===== config.mk =====
export PLATFORM = sky130hd
export DESIGN_NAME = wmsh_divu
export DESIGN_NICKNAME = d
export VERILOG_FILES = /design/src/rtl/windowed_mean_max_std_history_top_assert.svh /design/src/rtl/wmsh_divu.sv
export SDC_FILE = /design/constraint.sdc
export NUM_CORES = 1
export LEC_CHECK = 0
export BUFFER_PORTS_ARGS = -buffer_cell sky130_fd_sc_hd__buf_2
export CORE_MARGIN = 3
export CORE_UTILIZATION = 55
export CTS_BUF_LIST = sky130_fd_sc_hd__clkbuf_8 sky130_fd_sc_hd__clkbuf_16
export CTS_CLUSTER_DIAMETER = 120
export CTS_CLUSTER_SIZE = 12
export DETAILED_ROUTE_END_ITERATION = 10
export GPL_ROUTABILITY_DRIVEN = 0
export PLACE_DENSITY_LB_ADDON = 0.05
export RECOVER_POWER = 25
export SLEW_MARGIN = 20
export SYNTH_ARGS = -nofsm -noshare
export SYNTH_HDL_FRONTEND = slang
export SYNTH_SLANG_ARGS = --single-unit

===== constraint.sdc =====
create_clock -name clock -period 3 [get_ports clock]
set_clock_uncertainty 0.1 [all_clocks]
set_input_delay 0 -clock clock [delete_from_list [all_inputs] [get_ports clock]]
set_output_delay 0 -clock clock [all_outputs]
set_load 0.03 [all_outputs]

===== src/rtl/windowed_mean_max_std_history_top_assert.svh =====
// assertion macros for the windowed cost statistics block
// used by windowed_mean_max_std_history_top only
`ifndef WINDOWED_MEAN_MAX_STD_HISTORY_TOP_ASSERT_SVH
`define WINDOWED_MEAN_MAX_STD_HISTORY_TOP_ASSERT_SVH

// implication checked every clock, off during reset
`define WMS_ASSERT_IMP(lbl, ante, cons, msg) \
   lbl: assert property (@(posedge clock) disable iff (reset) (ante) |-> (cons)) \
      else $error(msg);

// next-cycle implication
`define WMS_ASSERT_NEXT(lbl, ante, cons, msg) \
   lbl: assert property (@(posedge clock) disable iff (reset) (ante) |=> (cons)) \
      else $error(msg);

`endif


===== src/rtl/wmsh_divu.sv =====
// unsigned restoring divider, one quotient bit per cycle
// uses no package
`default_nettype none
module wmsh_divu #(
   parameter int NUM_W = 32,
   parameter int DEN_W = 8
) (
   input  wire logic             clock,
   input  wire logic             reset,
   input  wire logic             start,
   input  wire logic [NUM_W-1:0] num,
   input  wire logic [DEN_W-1:0] den,
   output logic                  done,
   output logic [NUM_W-1:0]      quot
);
   localparam int CNT_W = $clog2(NUM_W + 1);
   logic [NUM_W-1:0] q_ff, q_in;
   logic [DEN_W:0]   r_ff, r_in;
   logic [CNT_W-1:0] cnt_ff, cnt_in;
   logic             busy_ff, busy_in, done_ff, done_in;
   logic [DEN_W:0]   trial;

   always_comb begin
      q_in = q_ff; r_in = r_ff; cnt_in = cnt_ff;
      busy_in = busy_ff; done_in = 1'b0;
      trial = {r_ff[DEN_W-1:0], q_ff[NUM_W-1]};
      if (start) begin
         q_in = num; r_in = '0; cnt_in = CNT_W'(NUM_W); busy_in = 1'b1;
      end else if (busy_ff) begin
         if (trial >= {1'b0, den}) begin
            r_in = trial - {1'b0, den};
            q_in = {q_ff[NUM_W-2:0], 1'b1};
         end else begin
            r_in = trial;
            q_in = {q_ff[NUM_W-2:0], 1'b0};
         end
         cnt_in = cnt_ff - 1'b1;
         if (cnt_ff == CNT_W'(1)) begin
            busy_in = 1'b0; done_in = 1'b1;
         end
      end
   end

   always_ff @(posedge clock) begin
      q_ff <= q_in; r_ff <= r_in; cnt_ff <= cnt_in;
      if (reset) begin
         busy_ff <= 1'b0; done_ff <= 1'b0;
      end else begin
         busy_ff <= busy_in; done_ff <= done_in;
      end
   end
   assign done = done_ff;
   assign quot = q_ff;
endmodule
`default_nettype wire


After elaboration in Yosys (flattened, before gate mapping):

Index checks and enable logic that the tools add are counted.

* register bits: 48
* bits of input ports: 43
* output and inout bits: 33
* logic and storage cells: 20

* $add $sub $neg: 2
* order comparisons: 1
* eq/ne operators: 1
* muxes and demuxes: 8
* bitwise logic cells: 1
* reductions and logical operators: 2

Operators by type and width (number)
* 32-bit two-way mux: 2
* 9-bit by 8-bit greater-or-equal comparator with 1-bit output: 1
* 8-bit two-way mux: 1
* 8-bit subtractor: 1
* 6-bit by 1-bit == test with 1-bit output, second input constant: 1
* 6-bit by 1-bit subtractor with 6-bit output, second input constant: 1
* 1-bit two-way mux: 5
* 3-bit OR reduction: 1
* 2-bit nonzero test: 1
* 1-bit NOT: 1

Logic depth before layout (Yosys ltp):

Gate-level depths: netlist of the first run.

* word-level depth: 4
* mapped depth: 9
* mapped depth without buffers: 9

Worst setup path after synthesis of the first run:

No wires, ideal clock.

* path kind: register -> register
* start point: reg q_ff[31] (netlist: quot[31])
* end point: reg r_ff[6]
* library setup time: 0.084 ns
* arrival: 2.042 ns
* data required time: 2.816 ns
* path slack: 0.774 ns
* cell stages (with the launch flop): 10
* path buffers: 0
* clock period less this slack: 2.226 ns
* path through: edfxtp_1 -> inv_1 -> ha_1 -> fa_1 -> nor2b_1 -> o31a_1 -> o21ai_0 -> and3_1 -> o21a_1 -> o31ai_2

* longest elaborated chain between the ends: 2
* elaborated cells between the ends (all ways): 3
* classes of those cells: 1 x add/sub; 1 x order compare; 1 x mux

RTL lines
* start: declaration: RTL line wmsh_divu.sv:17 `logic [NUM_W-1:0] q_ff, q_in;`
* start signal: assignment: RTL line wmsh_divu.sv:45 `q_ff <= q_in; r_ff <= r_in; cnt_ff <= cnt_in;`
* 8-bit subtractor or 9-bit by 8-bit greater-or-equal comparator with 1-bit output (tied branches): RTL line wmsh_divu.sv:31, wmsh_divu.sv:30
* 8-bit two-way mux *: RTL line wmsh_divu.sv:30 `if (trial >= {1'b0, den}) begin`
* end signal: assignment: RTL line wmsh_divu.sv:45
* end: declaration: RTL line wmsh_divu.sv:18 `logic [DEN_W:0] r_ff, r_in;`

Every way passes the cells marked *; elsewhere a longest branch is shown, timed or not.
A chain may end at the register's enable or synchronous reset.

Worst setup path after layout of the first run:

Ends and elaborated chain as after synthesis.

==> results by stage, run 1 <==
Power and ir drop:
- For this design the static power due to leakage is ~1.3 nW.
- Net switching is between 20% and 30% of the power.
- Total power for the finished layout comes to between 1.5 and 2 mW.
- Of the total power, combinational logic draws between 20% and 30%.
- Dividing total power by cell area gives a power density of around 500 nW/um2.
- The share of total power dissipated in sequential elements is between 40% and 50%.
- In this run, the clock network consumes a little over a quarter of the power.
- For this design the total switching power over the nets is between 0.4 and 0.5 mW.
- IR analysis of the VDD net gives a maximum drop of approximately 0.52 mV.
- Cell internal power was estimated by the tool at 1.19 mW.

Place:
- The number of input and output port buffers inserted is 75.
- Including well taps, the total number of placed cells is between 300 and 400.
- The worst slack at placement is 0.852 ns.
- The placed wire-length estimate after detailed placement is ~3500 um.
- The cell area reported after detailed placement is about 2900 um2.

Worst setup path:
- The flop-to-flop setup slack is about 0.81 ns.
- The largest single stage delay on the critical path is 0.40 ns.
- The terminus of the critical flop-to-flop path is r_ff[6].
- For this design, the slowest cell found on the critical path is sky130_fd_sc_hd__edfxtp_1.
- The data required time of the critical path is between 3 and 4 ns.
- The worst register-to-register path has a depth of 9.
- STA puts the critical path data arrival time at between 2 and 2.5 ns.
- The largest fanout on the critical path is 3.
- The worst setup path is launched from a flip-flop.
- The critical path goes through inv_1 > ha_1 > fa_1 > nor2b_1 > o31a_1 > o21ai_0 > and3_1 > o21a_1 > o31ai_2.
- The startpoint of the worst-slack reg-to-reg timing path is quot[31].
- The element type at the critical path end is a flip-flop.
- The setup path with the least slack is of type reg -> reg.

Global route:
- In the global route stage, overall resource usage came out at between 20 and 25%.
- The number of global-route vias before repair came to between 1500 and 2000.
- Entering global routing, the biggest net connects 32 pins.
- Summed over all layers, the global routing overflow is 0.
- The global-route wire length before repair is about 9300 um.
- The initial antenna violation count is 0.

STA:
- The final period utilization is between 70% and 80%.
- The worst-case hold slack is roughly 0.15 ns.
- The final-report hold violation count is 0.
- Measured against its own limit, the worst slew margin works out to between 60% and 70%.
- The final max-slew violation count is 0.
- The total negative slack for setup checks is 0 ns.
- The worst path meets setup with 0.811 ns of slack.
- The number of setup violations in the final report is 0.
- The achievable clock frequency is around 460 MHz.
- Setup repair after global routing left no endpoint under its margin.
- The worst-margin pin slew is slightly below 0.6 ns.
- Counting I/O delays and the setup requirement, the final critical path takes approximately 2.2 ns.

Routing:
- The count of nets left with antenna violations after detail routing is 0.
- The total length of routed wires is around 5600 um.
- Dividing the detail-routed wire length by the instance count gives roughly 15 um.
- The violation count after the first detailed-route iteration is between 100 and 150.
- The pre-antenna-repair detailed-routing pass consisted of 4 iterations.
- The overall via count from detail_route is about 1900.
- In the routed layout, each cell is associated on average with a via count of 5.23.
- In the routed design, unresolved DRC markers number 0.

Flow run:
- Max-cap violations in this run came to 0.

Clock network:
- The number of hold buffers added after cts is 35.
- Post-CTS timing repair inserted 0 buffers for setup.
- Clock tree synthesis inserted a total of 5 buffers.
- The worst-skew pair later-pin latency is ~0.30 ns.
- The clock tree from TritonCTS is built.
- The number of sinks handled by clock tree synthesis is between 40 and 50.
- Counting along the longest clock path gives a buffer depth of 2.
- Clock-pin slew was measured on the worst setup and hold paths at roughly 0.090 ns.
- The total number of H-tree levels is 2.
- After clock tree synthesis, the repair step resized 0 gates.
- The cell sitting at the root of the clock tree is a sky130_fd_sc_hd__clkbuf_8.

Worst hold path:
- The end point of the most critical hold path is r_ff[1].
- The min-delay analysis places its worst path in the category in -> reg.
- The number of instances on the worst hold path is 4.
- The worst hold path begins at den[1].

Logic synthesis:
- The mapped cell area is 2440 um2.
- Synthesis produced a netlist with a net count of 251.
- The mean cell area of the mapped netlist is 12.4 um2.
- The register bit total from synthesis is 48.
- The area share of the largest cell type after synthesis is 39.3%.
- The cell taking the most area after synthesis is sky130_fd_sc_hd__edfxtp_1.
- The fraction of the yosys area taken by sequential cells is around 52%.
- The post-synthesis async set-or-reset flop share is 0%.
- The primary flip-flop cell chosen by synthesis mapping is sky130_fd_sc_hd__edfxtp_1.
- Synthesis instantiated 39 different standard cells from the library.
- The count of flip-flops with a built-in enable after synthesis is 32.
- During synthesis, Yosys emitted a total of 0 warnings.
- Synthesis handed over a netlist of a little under 200 instances.
- Ranked by total cell area, the synthesized netlist is headed by sky130_fd_sc_hd__edfxtp_1 (39%), sky130_fd_sc_hd__mux2_2 (15%), sky130_fd_sc_hd__dfxtp_1 (13%), sky130_fd_sc_hd__ha_1 (5.1%), sky130_fd_sc_hd__nor2_1 (2.6%).

Final layout:
- Excluding fillers, the count of instances in the completed layout stands at ~360.
- The utilization of the core after routing is between 70% and 80%.
- After routing the design area is approximately 3300 um2.
- In the final design database the tool counted approximately 360 nets.
- The repair_antennas step left the layout with diodes totalling 0.
- From synthesis to final layout, the design area changed by 34.8%.
- Of the cells placed in the final design, the portion with a size suffix greater than 1 is between 30 and 40%.

Run status:
- The run finished with clean final reports.

Die:
- The placeable core area is about 4100 um2.
- The number of primary I/O pins is 76.
- The floorplan die height is between 70 and 80 um.
- The placement row count is 23.
- From left edge to right edge, the die measures between 70 and 80 um.
- The die area is ~5300 um2.
- The initial utilization of the core area, before any placement, comes to roughly three fifths.
## area by class of cell
cell class,instances,area (um2)
Sequential cell,48,1280
Multi-Input combinational cell,127,1070
Fill cell,288,851
Timing Repair Buffer,113,713
Clock buffer,5,68.8
Tap cell,50,62.6
Inverter,15,56.3
Clock inverter,3,38.8
## critical path, delay by kind of cell (launching register included)
kind / cells / cell delay, ns
fa+ha+maj: 2 / 0.59
compound gates: 4 / 0.59
flops: 1 / 0.40
simple gates: 2 / 0.37
buf+inv: 1 / 0.06
## kinds of logic (layout without fill, tap and decap cells)
kind of cell | Yosys count | in the layout | share of synthesized area, %
mux | 37 | 37 | 16.8
flops | 48 | 48 | 52.4
buf+inv | 22 | 136 | 3.69
fa+ha+maj | 11 | 11 | 5.94
compound gates | 31 | 31 | 10.2
simple gates | 41 | 41 | 8.40
xor+xnor | 7 | 7 | 2.51
## sequential cells by signal, indices dropped and copies added, names as in the netlist
register / count
cnt_ff: 6
busy_ff: 1
quot: 32
done: 1
r_ff: 8
## per-layer routing
metal	vias up	track usage (%)	wire [um]
met5	-	0	0
met3	13	6.75	358
li1	931	-	-
met1	877	28.8	2300
met4	0	7.58	136
met2	67	38.4	2770
## worst max-delay path by stage
stage	from	endpoint	slack, ns	cells after the start
finish	quot[31]	r_ff[6]	0.81	9
global route	quot[31]	r_ff[6]	0.64	9
CTS	quot[31]	r_ff[6]	0.82	9
detailed placement	quot[31]	r_ff[6]	0.85	9
global placement	quot[31]	r_ff[2]	0.92	8
floorplan	quot[31]	r_ff[6]	0.77	9
## power groups by stage
stage / registers [mW] / logic (mW) / clock network [mW]
after floorplan: 0.921 / 0.175 / 0
after global placement: 0.833 / 0.364 / 0
after detailed placement: 0.835 / 0.368 / 0
after CTS: 0.822 / 0.403 / 0.467
after global routing: 0.833 / 0.432 / 0.503
final: 0.825 / 0.397 / 0.459
## placed cells by master (no fill, tap or decap), types with 10 or more instances in the layout
| cell | synthesis | layout |
|---|---|---|
| sky130_fd_sc_hd__edfxtp_1 | 32 | 32 |
| sky130_fd_sc_hd__clkbuf_1 | 5 | 28 |
| sky130_fd_sc_hd__inv_1 | 15 | 16 |
| sky130_fd_sc_hd__mux2_2 | 32 | 32 |
| sky130_fd_sc_hd__dfxtp_1 | 16 | 16 |
| sky130_fd_sc_hd__nor2_1 | 17 | 17 |
| sky130_fd_sc_hd__buf_2 | 0 | 47 |
| sky130_fd_sc_hd__ha_1 | 10 | 10 |
| sky130_fd_sc_hd__nand2_1 | 10 | 10 |
| sky130_fd_sc_hd__dlygate4sd3_1 | 0 | 35 |
## synthesized netlist by cell type, types with 2 or more instances
library cell               count
sky130_fd_sc_hd__and3_1        2
sky130_fd_sc_hd__a21oi_1       7
sky130_fd_sc_hd__nand2_1      10
sky130_fd_sc_hd__inv_1        15
sky130_fd_sc_hd__dfxtp_1      16
sky130_fd_sc_hd__edfxtp_1     32
sky130_fd_sc_hd__ha_1         10
sky130_fd_sc_hd__clkbuf_1      5
sky130_fd_sc_hd__o21ai_0       5
sky130_fd_sc_hd__mux2_2       32
sky130_fd_sc_hd__xnor2_1       6
sky130_fd_sc_hd__o21ai_1       3
sky130_fd_sc_hd__mux2i_1       5
sky130_fd_sc_hd__nor4b_1       2
sky130_fd_sc_hd__nor2b_1       2
sky130_fd_sc_hd__a211oi_1      3
sky130_fd_sc_hd__nand2b_1      2
sky130_fd_sc_hd__nor2_1       17
sky130_fd_sc_hd__o21a_1        2
sky130_fd_sc_hd__o21bai_1      2
Note: power is estimated with default switching activity, not from simulation.
==> run 2, diff against run 1 <==
- ABC_AREA: default -> 1
- CORE_UTILIZATION: 55 -> 51
- clock period: 3 -> 2.1 ns (I/O delays scaled with it)
==> run 2 against run 1 <==
Net effect:
- maximum frequency rose by 19%
- synthesized cell count rose by 56%
- global-route usage rose by 0.21 points
- via count rose by 25%
- register-to-register slack got worse by 0.54 ns
- final cell count rose by 34%
- area after synthesis rose by 3.3%
- count of clock-buffer cells in the layout rose by 1
- combinational power rose by 51%
- first-iteration DRC count did not move
- worst hold slack got worse by 0.12 ns
==> results by stage, run 2 <==
Run status:
- The run finished with clean final reports.

Power and ir drop:
- IR analysis of the VDD net gives a maximum drop of 0.554 mV.
- The total power after layout is ~2.4 mW.
- The leakage component of the power is 1.67 nW.
- The power per cell area is around 710 nW/um2.

STA:
- The final critical-path setup slack is 0.267 ns.
- The final period utilization is between 80% and 90%.
- The worst path needs 1.83 ns of the cycle, external delays included.
- The final max-slew violation count came to 0.
- The final-report hold violation count is 0.
- At the pin with the least slew margin, the transition time is ~0.69 ns.
- The achievable clock frequency is around 550 MHz.
- Setup violations remaining at the end of the flow were counted as 0.
- The total negative slack for setup checks is 0 ns.
- The worst-case hold slack is ~0.034 ns.
- Setup repair after global routing left no endpoint under its margin.
- The remaining max-slew budget at the tightest pin is between 50% and 60%.

Place:
- The number of input and output port buffers inserted is 75.
- The cell area reported after detailed placement is around 3000 um2.
- Detailed placement ended at an HPWL of 4190 um.
- The number of cells after detailed placement is roughly 440.
- The worst slack at placement is ~0.3 ns.

Logic synthesis:
- The cell with the most instances after synthesis is sky130_fd_sc_hd__nand2_1.
- The synthesized design devotes to its leading area cell type approximately two fifths of total area.
- When the netlist entered floorplanning its net count stood at 361.
- The mean cell area of the mapped netlist is 8.22 um2.
- The dominant combinational cell family by area after synthesis is simple AND/OR/NAND/NOR gates.
- In this run, distinct cell masters in the synthesized netlist total 31.
- Sorting the synthesized cells by area gives the leading types as sky130_fd_sc_hd__edfxtp_1 (38%), sky130_fd_sc_hd__nand2_1 (22%), sky130_fd_sc_hd__dfxtp_1 (13%), sky130_fd_sc_hd__ha_1 (5.0%), sky130_fd_sc_hd__nand3_1 (3.6%).
- The area fraction in compound gates after synthesis is ~3.2%.
- The simple-gate area share of the yosys netlist is ~34%.
- Sorting the synthesized cells by how often they occur yields sky130_fd_sc_hd__nand2_1 (145), sky130_fd_sc_hd__edfxtp_1 (32), sky130_fd_sc_hd__inv_1 (22).
- During synthesis, Yosys emitted a total of 0 warnings.
- The area share of fa/ha/maj cells after synthesis is 5.75%.
- For this run, the leading register cell type out of synthesis is sky130_fd_sc_hd__edfxtp_1.
- The count of flip-flops with a built-in enable after synthesis is 32.
- The portion of netlist area occupied by mux cells is 0%.
- The mapped cell area is roughly 2500 um2.
- The cell taking the most area after synthesis is sky130_fd_sc_hd__edfxtp_1.
- Counting flops with an async set or reset pin after synthesis yields a share of 0%.
- The fraction of the yosys area taken by sequential cells is about half.
- The register bit total from synthesis is between 40 and 50.
- The xor/xnor share of the synthesized area is under 10%.
- Synthesis produced a netlist whose cell count is just over 300.

Worst hold path:
- The path class of the tightest hold or removal check is in -> reg.

Routing:
- For this run, design rule violations remaining after detail routing come to 0.
- The routed length per instance is 13.7 um.
- After detailed routing, the total wire length is ~6600 um.
- Before antenna repair, the detailed router went through 4 iterations.
- Once detail routing completed, the nets flagged for antenna violations numbered 0.
- Summing over every cut layer, the via total after detailed routing is approximately 2400.
- Using the TritonRoute via totals, the vias-per-cell ratio works out to ~5.
- The violation count after the first detailed-route iteration is 117.

Worst setup path:
- STA puts the critical path data arrival time at about 1.9 ns.
- Of all nets on the critical path, the largest fanout is 2.
- The worst setup path is captured at a flip-flop.
- STA classifies the critical path startpoint as a flip-flop.
- The type of the worst setup path is reg -> reg.
- For the worst setup path, the data required time is approximately 2.2 ns.

Clock network:
- The number of CTS-inserted buffers is 5.
- The clock passes through at most 2 buffers.
- The clock slew at the register clock pins of the worst setup and hold paths is approximately 0.090 ns.
- The number of buffers inserted to repair setup after CTS is 0.
- TritonCTS built the clock tree.
- CTS saw 48 sinks.
- Hold repair after CTS inserted 33 buffers.
- The post-CTS resize count is 0.
- The root buffer cell is sky130_fd_sc_hd__clkbuf_8.
- For the worst-skew pair, the clock arrives at the later sink with an insertion delay of 0.30 ns.
- The total number of H-tree levels is 2.

Final layout:
- In the layout the commonest cells are sky130_fd_sc_hd__nand2_1 (145), sky130_fd_sc_hd__buf_2 (47), sky130_fd_sc_hd__dlygate4sd3_1 (33).
- The final cell count without fillers is roughly 480.
- Compared with the post-synthesis result, the final layout area differs by 32.7%.
- The register with the most flip-flops in the layout has 32 of them.
- The post-route cell area is around 3300 um2.
- The post-route netlist has between 10% and 20% of its cells at a drive strength greater than 1.
- Measured on the finished design, the core utilization comes to between 70% and 80%.
- The most common cell after layout, fill and taps aside is sky130_fd_sc_hd__nand2_1.
- The final-stage net count is 470.
- The repair_antennas step left the layout with diodes totalling 0.

Die:
- The placeable core area is around 4600 um2.
- In this run the count of I/O pins placed on the die edge is 76.
- The die is 76.4 um wide.
- The starting density of the core is 55.3%.
- After floorplanning, the core was divided into 24 placement rows.
- The die covers a little under 6000 um2.
- The floorplan die height is between 70 and 80 um.

Global route:
- The initial antenna violation count came to 0.
- The number of global-route vias before repair is around 2300.
- The global-route wire length before repair is about 11000 um.
- Across every metal layer, demand over resource in global routing totals between 20% and 30%.
- Entering global routing, the biggest net connects 39 pins.
- Global routing finished with a remaining overflow of 0.

Flow run:
- The max-cap check violation count is 0.
## run 2: cell types whose count changed in the layout (fill, tap and decap cells not counted), sizes merged, moves of 3 or more
cell	before	now
mux2	32	0
mux2i	5	0
nor2	17	14
a211oi	4	0
xnor2	6	1
inv	16	27
nand2	10	149
o21ai	8	3
nand3	2	19
clkinv	1	4
nand3b	0	7
## run 2: path summary, 6_finish.rpt
kind	start	end	slack, ns	depth (start not counted)
hold / removal	den[0]	r_ff[0]	0.03	5
setup reg to reg	quot[31]	r_ff[4]	0.27	10
hold reg to reg	r_ff[3]	r_ff[3]	0.38	2
setup / recovery	quot[31]	r_ff[4]	0.27	10
## run 2: routing by layer
layer,share of wire [%],vias to the layer above,GRT usage [%]
met4,1.7,0,6.88
li1,-,1200,-
met1,43,1079,29.6
met3,5.0,11,4.85
met2,50,65,39.8
met5,0,-,0
## run 2: cell families after synthesis
group	Yosys count
simple gates	195
flops	48
buf+inv	37
compound gates	13
fa+ha+maj	11
xor+xnor	3
## run 2: cell type report
cell class	count	area [um2]
clock inverters	2	10.0
multi-input cells	222	1100
repair buffers	110	686
clock buffers	6	82.6
well taps	65	81.3
flip-flops and latches	48	1280
fillers	373	1210
inverters	29	109
## run 2: where the power goes
group,internal (mW),switching [mW],leakage (nW),total [mW]
registers,1.13,0.0719,0.459,1.20
clock network,0.264,0.316,0.0510,0.579
logic,0.209,0.388,1.16,0.598
total,1.60,0.776,1.67,2.38
## run 2: critical path, stage by stage (launching register included)
cell                       delay, ns
sky130_fd_sc_hd__edfxtp_1       0.38
sky130_fd_sc_hd__inv_1          0.07
sky130_fd_sc_hd__ha_1           0.20
sky130_fd_sc_hd__fa_1           0.40
sky130_fd_sc_hd__inv_1          0.10
sky130_fd_sc_hd__nand3_1        0.07
sky130_fd_sc_hd__nand3_1        0.10
sky130_fd_sc_hd__xnor2_1        0.12
sky130_fd_sc_hd__nand2_1        0.08
sky130_fd_sc_hd__nand3_1        0.07
sky130_fd_sc_hd__nand2_1        0.05
